--- src/mcr_pkg.sv ---
// Shared types and constants for the midpoint circle rasterizer.
// Used by every module of the block; depends on nothing else.
`default_nettype none

package mcr_pkg;

	// Default coordinate width of center and radius storage.
	localparam int COORD_BITS_DEF = 10;

	// Fixed widths of the request and result fields.
	localparam int IN_W  = 10;
	localparam int PIX_W = 12;

	// Points per symmetric group and the width of a point index.
	localparam int POINTS_PER_GROUP = 8;
	localparam int IDX_W            = $clog2(POINTS_PER_GROUP);

	// Depth of the group queue between front and back; a power of two.
	localparam int GQ_DEPTH = 2;

	// Request kinds.
	typedef enum logic [0:0] {
		REQ_START = 1'b0,
		REQ_STEP  = 1'b1
	} req_kind_t;

	// One request item.
	typedef struct packed {
		req_kind_t         req_type;
		logic [IN_W-1:0]   center_x;
		logic [IN_W-1:0]   center_y;
		logic [IN_W-1:0]   radius;
	} req_t;

	// One result item.
	typedef struct packed {
		logic signed [PIX_W-1:0] pixel_x;
		logic signed [PIX_W-1:0] pixel_y;
		logic                    last_of_group;
		logic                    circle_done;
	} res_t;

	// One point group handed from front to back. Coordinates are kept modulo
	// the pixel width, which is all the output sums need.
	typedef struct packed {
		logic [PIX_W-1:0] cx;
		logic [PIX_W-1:0] cy;
		logic [PIX_W-1:0] x;
		logic [PIX_W-1:0] y;
		logic             done;
	} grp_t;

endpackage

`default_nettype wire

--- src/mcr_front.sv ---
// Front end of the rasterizer: accepts requests, keeps the circle state and
// queues one point group per start or productive step. Depends on mcr_pkg.
`default_nettype none

module mcr_front #(
	parameter int COORD_BITS = mcr_pkg::COORD_BITS_DEF
) (
	input  wire logic         clk,
	input  wire logic         arst_n,
	input  wire logic         push,
	input  wire mcr_pkg::req_t req,
	output logic              full,
	output logic              gq_push,
	output mcr_pkg::grp_t     gq_data,
	input  wire logic         gq_full
);

	localparam int XY_W  = COORD_BITS + 1;
	localparam int DEC_W = COORD_BITS + 3;

	logic [COORD_BITS-1:0] cx_q, cy_q, cx_n, cy_n, r_in;
	logic [XY_W-1:0]       x_q, y_q, x_n, y_n, x_inc;
	logic [DEC_W-1:0]      dec_q, dec_n;
	logic                  accept;
	logic                  emit;

	// A request is taken whenever the group queue has room.
	assign full   = gq_full;
	assign accept = push && !gq_full;
	assign r_in   = COORD_BITS'(req.radius);
	assign x_inc  = x_q + XY_W'(1);

	// Classify the request and work out the next circle state.
	always_comb begin
		cx_n  = cx_q;
		cy_n  = cy_q;
		x_n   = x_q;
		y_n   = y_q;
		dec_n = dec_q;
		emit  = 1'b0;
		case (req.req_type)
			mcr_pkg::REQ_START: begin
				cx_n  = COORD_BITS'(req.center_x);
				cy_n  = COORD_BITS'(req.center_y);
				x_n   = '0;
				y_n   = XY_W'(r_in);
				dec_n = DEC_W'(1) - DEC_W'(r_in);
				emit  = 1'b1;
			end
			mcr_pkg::REQ_STEP: begin
				if (x_q < y_q) begin
					x_n  = x_inc;
					emit = 1'b1;
					if (dec_q[DEC_W-1]) begin
						dec_n = dec_q + (DEC_W'(x_inc) << 1) + DEC_W'(1);
					end else begin
						y_n   = y_q - XY_W'(1);
						dec_n = dec_q + ((DEC_W'(x_inc) - DEC_W'(y_n)) << 1) + DEC_W'(1);
					end
				end
			end
			default: begin
			end
		endcase
	end

	// The queued group carries the updated position.
	assign gq_push      = accept && emit;
	assign gq_data.cx   = mcr_pkg::PIX_W'(cx_n);
	assign gq_data.cy   = mcr_pkg::PIX_W'(cy_n);
	assign gq_data.x    = mcr_pkg::PIX_W'(x_n);
	assign gq_data.y    = mcr_pkg::PIX_W'(y_n);
	assign gq_data.done = !(x_n < y_n);

	// Circle state registers.
	always_ff @(posedge clk or negedge arst_n) begin
		if (!arst_n) begin
			cx_q  <= '0;
			cy_q  <= '0;
			x_q   <= '0;
			y_q   <= '0;
			dec_q <= '0;
		end else if (accept) begin
			cx_q  <= cx_n;
			cy_q  <= cy_n;
			x_q   <= x_n;
			y_q   <= y_n;
			dec_q <= dec_n;
		end
	end

endmodule

`default_nettype wire

--- src/mcr_group_fifo.sv ---
// Short queue of point groups between the front and back of the rasterizer.
// Depends on mcr_pkg for the group type and depth.
`default_nettype none

module mcr_group_fifo (
	input  wire logic          clk,
	input  wire logic          arst_n,
	input  wire logic          wr_en,
	input  wire mcr_pkg::grp_t wr_data,
	output logic               full,
	input  wire logic          rd_en,
	output mcr_pkg::grp_t      rd_data,
	output logic               empty
);

	localparam int DEPTH = mcr_pkg::GQ_DEPTH;
	localparam int AW    = $clog2(DEPTH);

	mcr_pkg::grp_t  entry_q [DEPTH];
	logic [AW-1:0]  wr_ptr_q, rd_ptr_q;
	logic [AW:0]    count_q;

	assign full    = count_q == (AW+1)'(DEPTH);
	assign empty   = count_q == '0;
	assign rd_data = entry_q[rd_ptr_q];

	// Entry storage.
	always_ff @(posedge clk) begin
		if (wr_en) begin
			entry_q[wr_ptr_q] <= wr_data;
		end
	end

	// Pointers and fill count; pointers wrap since the depth is a power of two.
	always_ff @(posedge clk or negedge arst_n) begin
		if (!arst_n) begin
			wr_ptr_q <= '0;
			rd_ptr_q <= '0;
			count_q  <= '0;
		end else begin
			if (wr_en) begin
				wr_ptr_q <= wr_ptr_q + AW'(1);
			end
			if (rd_en) begin
				rd_ptr_q <= rd_ptr_q + AW'(1);
			end
			case ({wr_en, rd_en})
				2'b10:   count_q <= count_q + (AW+1)'(1);
				2'b01:   count_q <= count_q - (AW+1)'(1);
				default: count_q <= count_q;
			endcase
		end
	end

endmodule

`default_nettype wire

--- src/mcr_back.sv ---
// Back end of the rasterizer (needs mcr_pkg): expands each queued group into
// its eight symmetric points, one per cycle unless the output register stalls.
`default_nettype none

module mcr_back (
	input  wire logic          clk,
	input  wire logic          arst_n,
	input  wire mcr_pkg::grp_t gq_data,
	input  wire logic          gq_empty,
	output logic               gq_pop,
	output mcr_pkg::res_t      res,
	output logic               empty,
	input  wire logic          pop
);

	localparam int IW = mcr_pkg::IDX_W;
	localparam int PW = mcr_pkg::PIX_W;

	mcr_pkg::grp_t grp_q;
	logic          grp_valid_q;
	logic [IW-1:0] idx_q;
	mcr_pkg::res_t out_q;
	logic          out_valid_q;
	logic          advance;
	logic          last_pt;
	logic [PW-1:0] term_a, term_b, px, py;

	// A point moves into the output register when it is free or being taken.
	assign advance = grp_valid_q && (!out_valid_q || pop);
	assign last_pt = idx_q == IW'(mcr_pkg::POINTS_PER_GROUP - 1);
	assign gq_pop  = !gq_empty && (!grp_valid_q || (advance && last_pt));

	// Point order: bit 0 mirrors x, bit 1 mirrors y, bit 2 swaps the octant.
	always_comb begin
		term_a = idx_q[2] ? grp_q.y : grp_q.x;
		term_b = idx_q[2] ? grp_q.x : grp_q.y;
		px     = idx_q[0] ? grp_q.cx - term_a : grp_q.cx + term_a;
		py     = idx_q[1] ? grp_q.cy - term_b : grp_q.cy + term_b;
	end

	// Group and output payload registers.
	always_ff @(posedge clk) begin
		if (gq_pop) begin
			grp_q <= gq_data;
		end
		if (advance) begin
			out_q.pixel_x       <= px;
			out_q.pixel_y       <= py;
			out_q.last_of_group <= last_pt;
			out_q.circle_done   <= grp_q.done;
		end
	end

	// Group sequencing and output valid.
	always_ff @(posedge clk or negedge arst_n) begin
		if (!arst_n) begin
			grp_valid_q <= 1'b0;
			idx_q       <= '0;
			out_valid_q <= 1'b0;
		end else begin
			if (gq_pop) begin
				grp_valid_q <= 1'b1;
				idx_q       <= '0;
			end else if (advance) begin
				idx_q <= idx_q + IW'(1);
				if (last_pt) begin
					grp_valid_q <= 1'b0;
				end
			end
			if (advance) begin
				out_valid_q <= 1'b1;
			end else if (pop) begin
				out_valid_q <= 1'b0;
			end
		end
	end

	assign res   = out_q;
	assign empty = !out_valid_q;

endmodule

`default_nettype wire

--- src/midpoint_circle_rasterizer_top.sv ---
// Midpoint circle rasterizer, top level.
// Request side: a request is transferred when push is high and full is low.
// A start request loads center and radius and yields the eight symmetric
// points of (0, radius); a step request advances x by one and yields the
// eight points of the new position, or nothing once x is no longer below y.
// Result side: while empty is low, the oldest point is on res; it is
// transferred when pop is high. last_of_group marks the eighth point of a
// group, circle_done marks every point of the circle's final group.
// A request's group is written to the group queue, then moved into the group
// register, and its first point into the output register. The point expander
// emits one point per cycle while the receiver keeps taking them.
// A two-entry group queue lets requests be taken while points drain.
// When the receiver stalls, the points hold, the group queue fills and full
// rises. Reset clears the circle state to zero, so a step before any start
// yields nothing; reset also empties the queue and the output register.
// Depends on mcr_pkg, mcr_front, mcr_group_fifo and mcr_back.
`default_nettype none

module midpoint_circle_rasterizer_top #(
	parameter int COORD_BITS = mcr_pkg::COORD_BITS_DEF
) (
	input  wire logic          clk,
	input  wire logic          arst_n,
	input  wire logic          push,
	input  wire mcr_pkg::req_t req,
	output logic               full,
	output logic               empty,
	input  wire logic          pop,
	output mcr_pkg::res_t      res
);

	logic          gq_push, gq_full, gq_pop, gq_empty;
	mcr_pkg::grp_t gq_wr_data, gq_rd_data;

	mcr_front #(
		.COORD_BITS(COORD_BITS)
	) u_front (
		.clk     (clk),
		.arst_n  (arst_n),
		.push    (push),
		.req     (req),
		.full    (full),
		.gq_push (gq_push),
		.gq_data (gq_wr_data),
		.gq_full (gq_full)
	);

	mcr_group_fifo u_gq (
		.clk     (clk),
		.arst_n  (arst_n),
		.wr_en   (gq_push),
		.wr_data (gq_wr_data),
		.full    (gq_full),
		.rd_en   (gq_pop),
		.rd_data (gq_rd_data),
		.empty   (gq_empty)
	);

	mcr_back u_back (
		.clk      (clk),
		.arst_n   (arst_n),
		.gq_data  (gq_rd_data),
		.gq_empty (gq_empty),
		.gq_pop   (gq_pop),
		.res      (res),
		.empty    (empty),
		.pop      (pop)
	);

`ifndef SYNTHESIS
	// The group queue is never written when full nor read when empty.
	a_gq_no_overflow: assert property (@(posedge clk) disable iff (!arst_n)
		!(gq_push && gq_full))
		else $error("group queue written while full");

	a_gq_no_underflow: assert property (@(posedge clk) disable iff (!arst_n)
		!(gq_pop && gq_empty))
		else $error("group queue read while empty");

	// Within a group the next point follows at once and keeps the done flag.
	a_group_contiguous: assert property (@(posedge clk) disable iff (!arst_n)
		(pop && !empty && !res.last_of_group) |=>
		(!empty && res.circle_done == $past(res.circle_done)))
		else $error("point group broken up");
`endif

endmodule

`default_nettype wire

--- config.mk ---
export PLATFORM = sky130hd
export DESIGN_NAME = midpoint_circle_rasterizer_top
export DESIGN_NICKNAME = d
export VERILOG_FILES = /design/src/mcr_pkg.sv /design/src/mcr_front.sv /design/src/mcr_group_fifo.sv /design/src/mcr_back.sv /design/src/midpoint_circle_rasterizer_top.sv
export SDC_FILE = /design/constraint.sdc
export NUM_CORES = 1
export LEC_CHECK = 0
export ABC_AREA = 1
export BUFFER_PORTS_ARGS = -buffer_cell sky130_fd_sc_hd__buf_2
export CAP_MARGIN = 20
export CORE_MARGIN = 4
export CORE_UTILIZATION = 50
export CTS_BUF_LIST = sky130_fd_sc_hd__clkbuf_16
export CTS_CLUSTER_DIAMETER = 150
export DETAILED_ROUTE_END_ITERATION = 16
export PLACE_DENSITY = 0.72
export SETUP_SLACK_MARGIN = 0.3
export SLEW_MARGIN = 25
export SYNTH_ARGS = -nofsm -noshare
export SYNTH_HDL_FRONTEND = slang
export SYNTH_SLANG_ARGS = --single-unit
export TNS_END_PERCENT = 1
--- constraint.sdc ---
create_clock -name clk -period 5.4 [get_ports clk]
set_input_delay 0.27 -clock clk [delete_from_list [all_inputs] [get_ports clk]]
set_output_delay 0.27 -clock clk [all_outputs]
set_load 0.1 [all_outputs]
Word level (Yosys, flattened, before mapping)
Memories as Yosys holds them, arrays and structs flattened. A register that Yosys moved wholly into a read port is not among the register bits. Cells that the tools add are included.

$add $sub $neg: 17. $lt $le $gt $ge: 2. Eq/ne operators: 5. Muxes and demuxes: 26. Bitwise operators: 1. Reductions and logical operators: 19.

Operators with widths (number): $mux W12 (4); $pmux W11 S2 (2); $mux W11 (3); $add A13 B1 Y13 const B (2); $mux W13 (2); $pmux W13 S2 (1); $add A12 B12 Y12 (2); $sub A12 B12 Y12 (2); $lt A11 B11 Y1 (2); $mux W10 (2); $add A13 B12 Y13 (1); $add A13 B13 Y13 (1); $sub A11 B11 Y12 (1); $add A11 B1 Y11 const B (1); $sub A1 B10 Y11 const A (1); $sub A11 B1 Y11 const B (1); $mux W1 (8); $reduce_bool A2 Y1 (4); $mux W3 (2); $logic_and A1 B1 Y1 (5); $logic_not A1 Y1 (5); $eq A2 B2 Y1 const B (2); $pmux W2 S2 (1); $reduce_and A2 Y1 (2); 11 further kinds (13).

Register bits after elaboration: 138. Bits in writable memories: 86. Input port bits: 35. Output and inout bits: 28. Word-level logic and storage cells: 90. Memories kept: 1.

Memory list: u_gq.entry_q (words 2, width 43, read ports 1, clocked after memory_dff 1, write ports 1, RTL line mcr_group_fifo.sv:19) `mcr_pkg::grp_t entry_q [DEPTH];`.

Depth between registers and ports, before layout
Gate-level depths: netlist of run 1.

Depth after elaboration: 8. Gate-level depth with buffers: 24. Mapped depth without buffers: 24.

Modules after synthesis
Synthesis of run 1 repeated with hierarchy kept, for this count alone.

Cells, all modules: 1576. Area total of the unflattened synthesis: 14117.3 um2.

Modules (own cells, without submodules): mcr_front (times used 1, cells an instance 850, area an instance 5760.5 um2, sequential area each 1376.3 um2); mcr_back (times used 1, cells an instance 446, area an instance 4440.5 um2, sequential area each 2377.3 um2); mcr_group_fifo (times used 1, cells an instance 280, area an instance 3916.3 um2, sequential area each 3042.9 um2).

Worst setup path before layout of run 1
OpenSTA, ideal clock, no wires.

Path kind: register to register. From: register u_back.out_valid_q. To: register u_gq.count_q[1]. Library setup time: 0.131 ns. Data arrival time: 4.470 ns. Required time: 5.269 ns. Slack: 0.799 ns. Cell stages (with the launch flop): 9. Path buffers: 0. Period minus slack after synthesis: 4.601 ns. Path through: dfrtp_1 > inv_1 > or2_2 > a21oi_1 > a21oi_1 > ha_1 > a21oi_1 > o21ai_0 > xor2_1.

Cells in the longest elaborated chain, start to end: 8. Elaborated cells on any way between the ends: 10. Those cells by class: eq/ne (2); mux (1); reduce/logical (7).

RTL lines: start: declaration (RTL line mcr_back.sv:23) `logic out_valid_q;`; start signal: assignment (RTL line mcr_back.sv:59) `out_valid_q <= 1'b0;`; start signal: assignment (RTL line mcr_back.sv:71) `out_valid_q <= 1'b1;`; start signal: assignment (RTL line mcr_back.sv:73) `out_valid_q <= 1'b0;`; $logic_not A1 Y1 *; net empty (RTL line midpoint_circle_rasterizer_top.sv:27) `output logic empty,`; $logic_or A1 B1 Y1 * (RTL line mcr_back.sv:29) `assign advance = grp_valid_q && (!out_valid_q || pop);`; $logic_and A1 B1 Y1 * (RTL line mcr_back.sv:29); $logic_and A1 B1 Y1 * (RTL line mcr_back.sv:31) `assign gq_pop = !gq_empty && (!grp_valid_q || (advance && last_pt));`; $logic_or A1 B1 Y1 * (RTL line mcr_back.sv:31); $logic_and A1 B1 Y1 * (RTL line mcr_back.sv:31); net gq_pop (RTL line midpoint_circle_rasterizer_top.sv:32) `logic gq_push, gq_full, gq_pop, gq_empty;`; $eq A2 B1 Y1 / $eq A2 B2 Y1 (equally long branches) (RTL line mcr_group_fifo.sv:47) `case ({wr_en, rd_en})`; $pmux W2 S2 / $reduce_bool A2 Y1 (equally long branches); end signal: assignment (RTL line mcr_group_fifo.sv:48) `2'b10: count_q <= count_q + (AW+1)'(1);`; end signal: assignment (RTL line mcr_group_fifo.sv:49) `2'b01: count_q <= count_q - (AW+1)'(1);`; end signal: assignment (RTL line mcr_group_fifo.sv:50) `default: count_q <= count_q;`; end: declaration (RTL line mcr_group_fifo.sv:21) `logic [AW:0] count_q;`.

Mark *: on every way through the listed nets, which the timed path passes. The rest lies on a longest branch. A chain may end at the register's enable or synchronous reset.

Worst setup path in the final report of run 1
From: register u_front.x_q[3]. To: register u_front.dec_q[12].

Cells in the longest elaborated chain, start to end: 7. Elaborated cells on any way between the ends: 12. Those cells by class: add/sub (6); order compare (1); eq/ne (1); mux (3); reduce/logical (1).

RTL lines: start: declaration (RTL line mcr_front.sv:22) `logic [XY_W-1:0] x_q, y_q, x_n, y_n, x_inc;`; start signal: assignment (RTL line mcr_front.sv:86) `x_q <= x_n;`; $add A11 B1 Y11 (RTL line mcr_front.sv:31) `assign x_inc = x_q + XY_W'(1);`; $sub A11 B11 Y12 (RTL line mcr_front.sv:58) `dec_n = dec_q + ((DEC_W'(x_inc) - DEC_W'(y_n)) << 1) + DEC_W'(1);`; $add A13 B13 Y13 (RTL line mcr_front.sv:58); $add A13 B1 Y13 (RTL line mcr_front.sv:58); $mux W13 (RTL line mcr_front.sv:54) `if (dec_q[DEC_W-1]) begin`; $mux W13 (RTL line mcr_front.sv:51) `if (x_q < y_q) begin`; $pmux W13 S2 (RTL line mcr_front.sv:41) `case (req.req_type)`; end signal: assignment (RTL line mcr_front.sv:88) `dec_q <= dec_n;`; end: declaration (RTL line mcr_front.sv:23) `logic [DEC_W-1:0] dec_q, dec_n;`.

Parallel ways exist; a longest one is shown, timed or not. The select of a mux whose other input is x is not followed.

==> impl_metrics.csv, run 1 <==
group,metric,value,unit
outcome,status,"finished clean",
timing,finalHoldViolCount,0,
synth,synth_top_family_by_area,"simple AND/OR/NAND/NOR gates",
detailed_routing,ant_nets,0,
die,die_height,169,um
placed_design,gp_congestion,1.00,
detailed_routing,firstDrtPassIters,6,
synth,synth_area_leaders,"edfxtp_1 (36%), dfrtp_1 (12%), nand2_1 (12%)",
clocking,numClockSinks,219,
worst_setup_path,crit_arrival,4.46,ns
clocking,clockBufferDepth,3,
worst_setup_path,path_max_fanout,5,
timing,min_period,4.02,ns
detailed_routing,vias,10045,
detailed_routing,wl,30.6,mm
timing,fmax,249,MHz
die,die_w,169,um
timing,period_share,74.5,%
die,core_area,0.0254,mm2
timing,rsz0062_at_grt,"false",
synth,synth_area,0.0130,mm2
worst_setup_path,crit_type,"reg -> reg",
synth,synth_warnings,0,
timing,worst_pin_slew,0.921,ns
clocking,cts_tree,"done",
timing,finClkSkew,0.0127,ns
final_layout,drive_gt1_share,11.0,%
detailed_routing,vias_per_cell,5.34,
synth,synth_compound_area_share,11.4,%
detailed_routing,route.detailed.drc,0,
synth,ys_ff_latch,219,
global_route,first_global_vias,9393,
synth,synth_area_leader_cell,"edfxtp_1",
global_route,grt.overflow.total,0,
detailed_routing,avgRoutedWirePerCell,16.3,um
clocking,cts_resized,0,
run,maxCapViolCount,0,
die,initial_core_util,51.2,%
clocking,root_buffer,"clkbuf_16",
synth,synth-xor-area-share,4.51,%
die,num_rows,58,
final_layout,syn_to_final_growth,10.4,%
worst_setup_path,endpoint_kind,"flip-flop",
placed_design,post-place-ws,1.46,ns
final_layout,nets,1658,
global_route,grt_usage,21.3,%
detailed_routing,drt_iter0_drc,917,
timing,tns,0,ns
timing,setup_viol,0,
clocking,cts-htree-levels,1,
final_layout,n_antenna_cell,0,
synth,synth.area.mux_share,0,%
hold_path,hold_path_class,"in -> reg",
global_route,grt_first_pass_wirelength,49.7,mm
synth,yosys.area_share.simple,20.4,%
worst_setup_path,crit_path_start_kind,"flip-flop",
clocking,numCtsBuffers,24,
worst_setup_path,required,5.83,ns
die,pin_count,63,
die,die_area,0.0287,mm2
clocking,cts_setup_buffers,0,
synth,synthAdderAreaFrac,8.85,%
placed_design,hpwl,22.9,mm
synth,avgSynthCellArea,8.82,um2
placed_design,port_buffers,62,
clocking,clk_latency,0.51,ns
synth,synth_top_area_share,35.8,%
synth,post_synth_num_cell_types,54,
synth,netlist_instances,1475,
timing,slew_headroom,38.2,%
synth,yosysSeqAreaShare,48.1,%
global_route,grt_start_max_net_pins,65,
timing,drv_slew,0,
timing,fin_ws,1.38,ns
clocking,clkTransAtPathRegs,0.06,ns
synth,syn_nets,1599,
global_route,antenna_found_initial,0,
==> worst paths after layout <==
path | to | depth (start not counted) | slack, ns | startpoint
worst max-delay path | u_front.dec_q[12]$_DFFE_PN0P_ | 23 | 1.38 | u_front.x_q[3]$_DFFE_PN0P_
worst min-delay path | u_back.out_valid_q$_DFFE_PN0P_ | 3 | 0.03 | pop
worst max register to register | u_front.dec_q[12]$_DFFE_PN0P_ | 23 | 1.38 | u_front.x_q[3]$_DFFE_PN0P_
worst min register to register | u_back.res[0]$_DFFE_PP_ | 0 | 0.42 | u_back.grp_q[0]$_DFFE_PP_
max in group asynchronous | u_gq.rd_ptr_q$_DFFE_PN0P_ | 3 | 4.44 | arst_n
min in group asynchronous | u_back.grp_valid_q$_DFFE_PN0P_ | 3 | 0.42 | arst_n
==> per-layer routing <==
layer	global-route usage (%)	part of all wire, %
met1	31.5	46
met2	33.9	45
met3	2.84	6.7
met4	4.76	2.2
met5	0	0
==> flip-flops by register name (all words and copies together) (netlist names) <==
register and count:
u_back.grp_q 43, u_back.grp_valid_q 1, u_back.idx_q 3, u_front.cx_q 10, u_front.cy_q 10, u_front.y_q 11
u_gq.count_q 2, u_front.dec_q 13, u_gq.entry_q 86, u_front.x_q 11, u_gq.rd_ptr_q 1, u_gq.wr_ptr_q 1
u_back.res 26, u_back.out_valid_q 1
==> through the flow <==
stage                     hold WS (ns)  util [%]  instance area (um2)  std cells
after CTS                       0.0129      56.5                14400       1881
after global placement           0.402      53.7                13600       1837
after detailed placement         0.413      53.7                13600       1837
final                           0.0266      56.6                14400       1882
after floorplan                -0.0256         -                13000       1475
after global routing            0.0286      56.6                14400       1882
==> logic make-up (layout without fill, tap and decap cells) <==
kind of cell,after synthesis,in the layout
AOI/OAI and AO/OA,259,259
buffers and inverters,217,294
adders and majority gates,89,89
and+or+nand+nor,624,624
DFF,219,219
xor gates and xnor gates,67,67
==> critical path: stages (launching register included) <==
cell and delay (ns):
dfrtp_1 0.42, inv_1 0.13, nor4_4 0.39, nand3_1 0.19
nand2_1 0.15, inv_1 0.07, ha_1 0.36, nand2_1 0.09
nor3_1 0.26, a21oi_1 0.16, o211ai_1 0.22, xor2_1 0.18
inv_1 0.06, ha_1 0.34, inv_1 0.07, o21ai_0 0.19
a21boi_0 0.12, nand3_1 0.12, inv_1 0.05, nand2_1 0.05
nand3_1 0.06, nand2_1 0.08, nand2_1 0.05, a21oi_1 0.15
==> cells in the final DEF (no fill, tap or decap), types with 7 or more instances in the layout <==
cell type  count
a21oi_1       78
ha_1          84
nand2_2        8
inv_1        175
buf_4         10
nand3_1       54
edfxtp_1     155
nor3_1         9
nand2_1      419
o21ai_2       13
o21ai_0       96
clkbuf_16     25
xor2_1        49
nor2_1        87
a31oi_1        7
nand4_1       12
o21ai_1       28
dfrtp_1       63
buf_2         62
xnor2_1       18
==> cell type report <==
class                   instances  area [um2]
flip-flops and latches        219        6260
inverters                     176         663
clock inverters                19        90.1
well taps                     330         413
fillers                      2263       11000
multi-input cells            1039        5910
repair buffers                 74         407
clock buffers                  25         626
==> what timing repair did <==
| action | in CTS | in global routing |
|---|---|---|
| hold buffers | 0 | 1 |
| hold endpoints to repair | 0 | 64 |
| setup endpoints to repair | 0 | 0 |
==> Yosys cell counts (all sizes together) <==
| cell type | instances |
|---|---|
| nand2 | 427 |
| inv | 175 |
| edfxtp | 155 |
| o21ai | 138 |
| nor2 | 98 |
| ha | 84 |
| a21oi | 79 |
| dfrtp | 64 |
| nand3 | 57 |
| xor2 | 49 |
| clkbuf | 26 |
| xnor2 | 18 |
| buf | 15 |
| nand4 | 14 |
| nor3 | 12 |
| o22ai | 9 |
| or2 | 9 |
| a31oi | 7 |
| o211ai | 7 |
| a21o | 5 |
| fa | 5 |
| a211oi | 3 |
| a21boi | 3 |
| nor4 | 3 |
| o31ai | 3 |
| and2 | 2 |
| nand3b | 2 |
| o2111ai | 2 |
| o21bai | 2 |
| clkinv | 1 |
| o221a | 1 |
Power of run 1 is not shown: default switching activity piles up to over one toggle a cycle in this logic, so the estimate is an artifact.
==> run 2, diff against run 1 <==
clock period = 4.2 ns   (was 5.4 ns; I/O delays follow)
==> run 2 against run 1 <==
  * First-iteration DRC count decreased by 11%
  * Clock-buffer cell count unchanged
  * Die area unchanged
  * Critical path type unchanged
  * Non-clock buffer count increased by 13
  * Worst hold slack improved by 0.023 ns
  * Global-route usage increased by 0.32 points
==> impl_metrics.csv, run 2 (same netlist as run 1, synthesis figures left out) <==
group,metric,value,unit
outcome,status,"finished clean",
worst_setup_path,r2r_cells,15,
timing,slew_headroom,38.8,%
global_route,grt.overflow.total,0,
clocking,clk_latency,0.52,ns
die,die_area,0.0287,mm2
clocking,clockBufferDepth,3,
worst_setup_path,endpoint_kind,"flip-flop",
final_layout,nets,1671,
placed_design,hpwl,22.9,mm
final_layout,final_common_cell,"nand2_1",
worst_setup_path,crit_path_start_kind,"flip-flop",
detailed_routing,vias,10065,
detailed_routing,avgRoutedWirePerCell,16.2,um
final_layout,n_antenna_cell,0,
global_route,grt_first_pass_wirelength,50.3,mm
hold_path,worstHoldPathCells,3,
global_route,grt_usage,21.7,%
timing,finalHoldViolCount,0,
timing,rsz0062_at_grt,"true",
detailed_routing,wl,30.7,mm
worst_setup_path,crit-reg2reg-launch,"u_front.y_q[6]$_DFFE_PN0P_",
timing,tns,0,ns
final_layout,layout_common_cells,"nand2_1 (418), inv_1 (167), edfxtp_1 (155)",
detailed_routing,firstDrtPassIters,7,
timing,finClkSkew,0.0189,ns
final_layout,drive_gt1_share,13.6,%
global_route,grt_start_max_net_pins,59,
hold_path,hold_path_class,"in -> reg",
die,die_w,169,um
die,core_area,0.0254,mm2
final_layout,top_register,"u_gq.entry_q",
hold_path,min_from,"req[10]",
placed_design,gp_congestion,0.933,
die,pin_count,63,
worst_setup_path,reg2reg_setup_slack,0.52,ns
global_route,first_global_vias,9655,
hold_path,worstHoldEndpoint,"u_gq.entry_q[0][23]$_DFFE_PP_",
global_route,antenna_found_initial,0,
clocking,clkTransAtPathRegs,0.06,ns
die,die_height,169,um
run,maxCapViolCount,0,
timing,worst_pin_slew,0.913,ns
timing,min_period,3.68,ns
worst_setup_path,crit_arrival,3.93,ns
detailed_routing,route.detailed.drc,0,
final_layout,largest_reg_flops,86,
timing,fmax,272,MHz
clocking,root_buffer,"clkbuf_16",
timing,drv_slew,0,
die,num_rows,58,
clocking,numCtsBuffers,24,
clocking,numClockSinks,219,
timing,period_share,87.6,%
worst_setup_path,r2r-end,"u_gq.entry_q[0][0]$_DFFE_PP_",
worst_setup_path,crit_type,"reg -> reg",
die,initial_core_util,51.2,%
detailed_routing,ant_nets,0,
timing,setup_viol,0,
clocking,cts-htree-levels,1,
detailed_routing,drt_iter0_drc,820,
worst_setup_path,path_max_fanout,11,
clocking,cts_tree,"done",
worst_setup_path,required,4.45,ns
final_layout,syn_to_final_growth,12.7,%
placed_design,port_buffers,62,
detailed_routing,vias_per_cell,5.31,
==> run 2: cell types whose count changed in the layout (fill, tap and decap cells not counted), moves of 4 or more <==
| cell | change |
|---|---|
| a21oi_1 | -5 |
| a21oi_2 | +5 |
| buf_4 | +13 |
| o21ai_0 | -4 |
| inv_1 | -8 |
| ha_1 | -4 |
==> run 2: layout make-up <==
cell class | instances | area [um2]
fillers | 2240 | 10700
well taps | 330 | 413
clock buffers | 25 | 626
repair buffers | 87 | 503
clock inverters | 19 | 154
inverters | 176 | 663
flip-flops and latches | 219 | 6260
multi-input cells | 1039 | 6040
==> run 2: what timing repair did <==
action | in CTS | in global routing
gates resized for setup | 1 | 35
hold buffers | 2 | 0
pin swaps | 0 | 8
endpoints found under the setup margin | 1 | 7
hold endpoints to repair | 25 | 0
buffers inserted | 0 | 9
==> run 2: critical path, stage by stage, from the launching register on <==
cell and delay [ns]:
dfrtp_1 0.50, inv_1 0.14, ha_1 0.33, nand2_1 0.07, nor2_1 0.09, and2_1 0.15, nand2_2 0.09, nand3_4 0.12
nand2_1 0.32, o21ai_0 0.51, ha_1 0.32, nand2_1 0.09, nor2_1 0.05, a211oi_1 0.26, o221a_2 0.27, nand2_1 0.08
==> run 2: worst max path at each step <==
stage,startpoint,endpoint,slack [ns],depth (start not counted)
2_1_floorplan,u_front.y_q[6]$_DFFE_PN0P_,u_gq.entry_q[1][0]$_DFFE_PP_,0.31,11
3_3_place_gp,u_front.x_q[3]$_DFFE_PN0P_,u_front.dec_q[8]$_DFFE_PN0P_,0.47,20
3_5_place_dp,u_front.x_q[0]$_DFFE_PN0P_,u_front.dec_q[11]$_DFFE_PN0P_,0.29,20
4_1_cts,u_front.y_q[0]$_DFFE_PN0P_,u_front.dec_q[11]$_DFFE_PN0P_,0.33,22
5_1_grt,u_front.x_q[1]$_DFFE_PN0P_,u_front.dec_q[8]$_DFFE_PN0P_,0.25,20
6_report,u_front.y_q[6]$_DFFE_PN0P_,u_gq.entry_q[0][0]$_DFFE_PP_,0.52,15
==> run 2: metrics by stage <==
step	setup slack, ns	util (%)	std cells	instance area (um2)	hold WS, ns
2_1_floorplan	0.309	-	1475	13000	-0.0856
3_3_place_gp	0.466	53.8	1840	13700	0.323
3_5_place_dp	0.285	53.8	1840	13700	0.314
4_1_cts	0.329	56.9	1886	14500	0.0316
5_1_grt	0.250	57.7	1895	14700	0.0734
6_report	0.522	57.7	1895	14700	0.0492
==> run 2: metal layers <==
| metal | wire [um] | global-route usage, % |
|---|---|---|
| met1 | 14100 | 30.8 |
| met2 | 14200 | 35.3 |
| met3 | 1570 | 2.56 |
| met4 | 887 | 6.30 |
| met5 | 0 | 0 |
Power of run 2 is left out for the same reason.
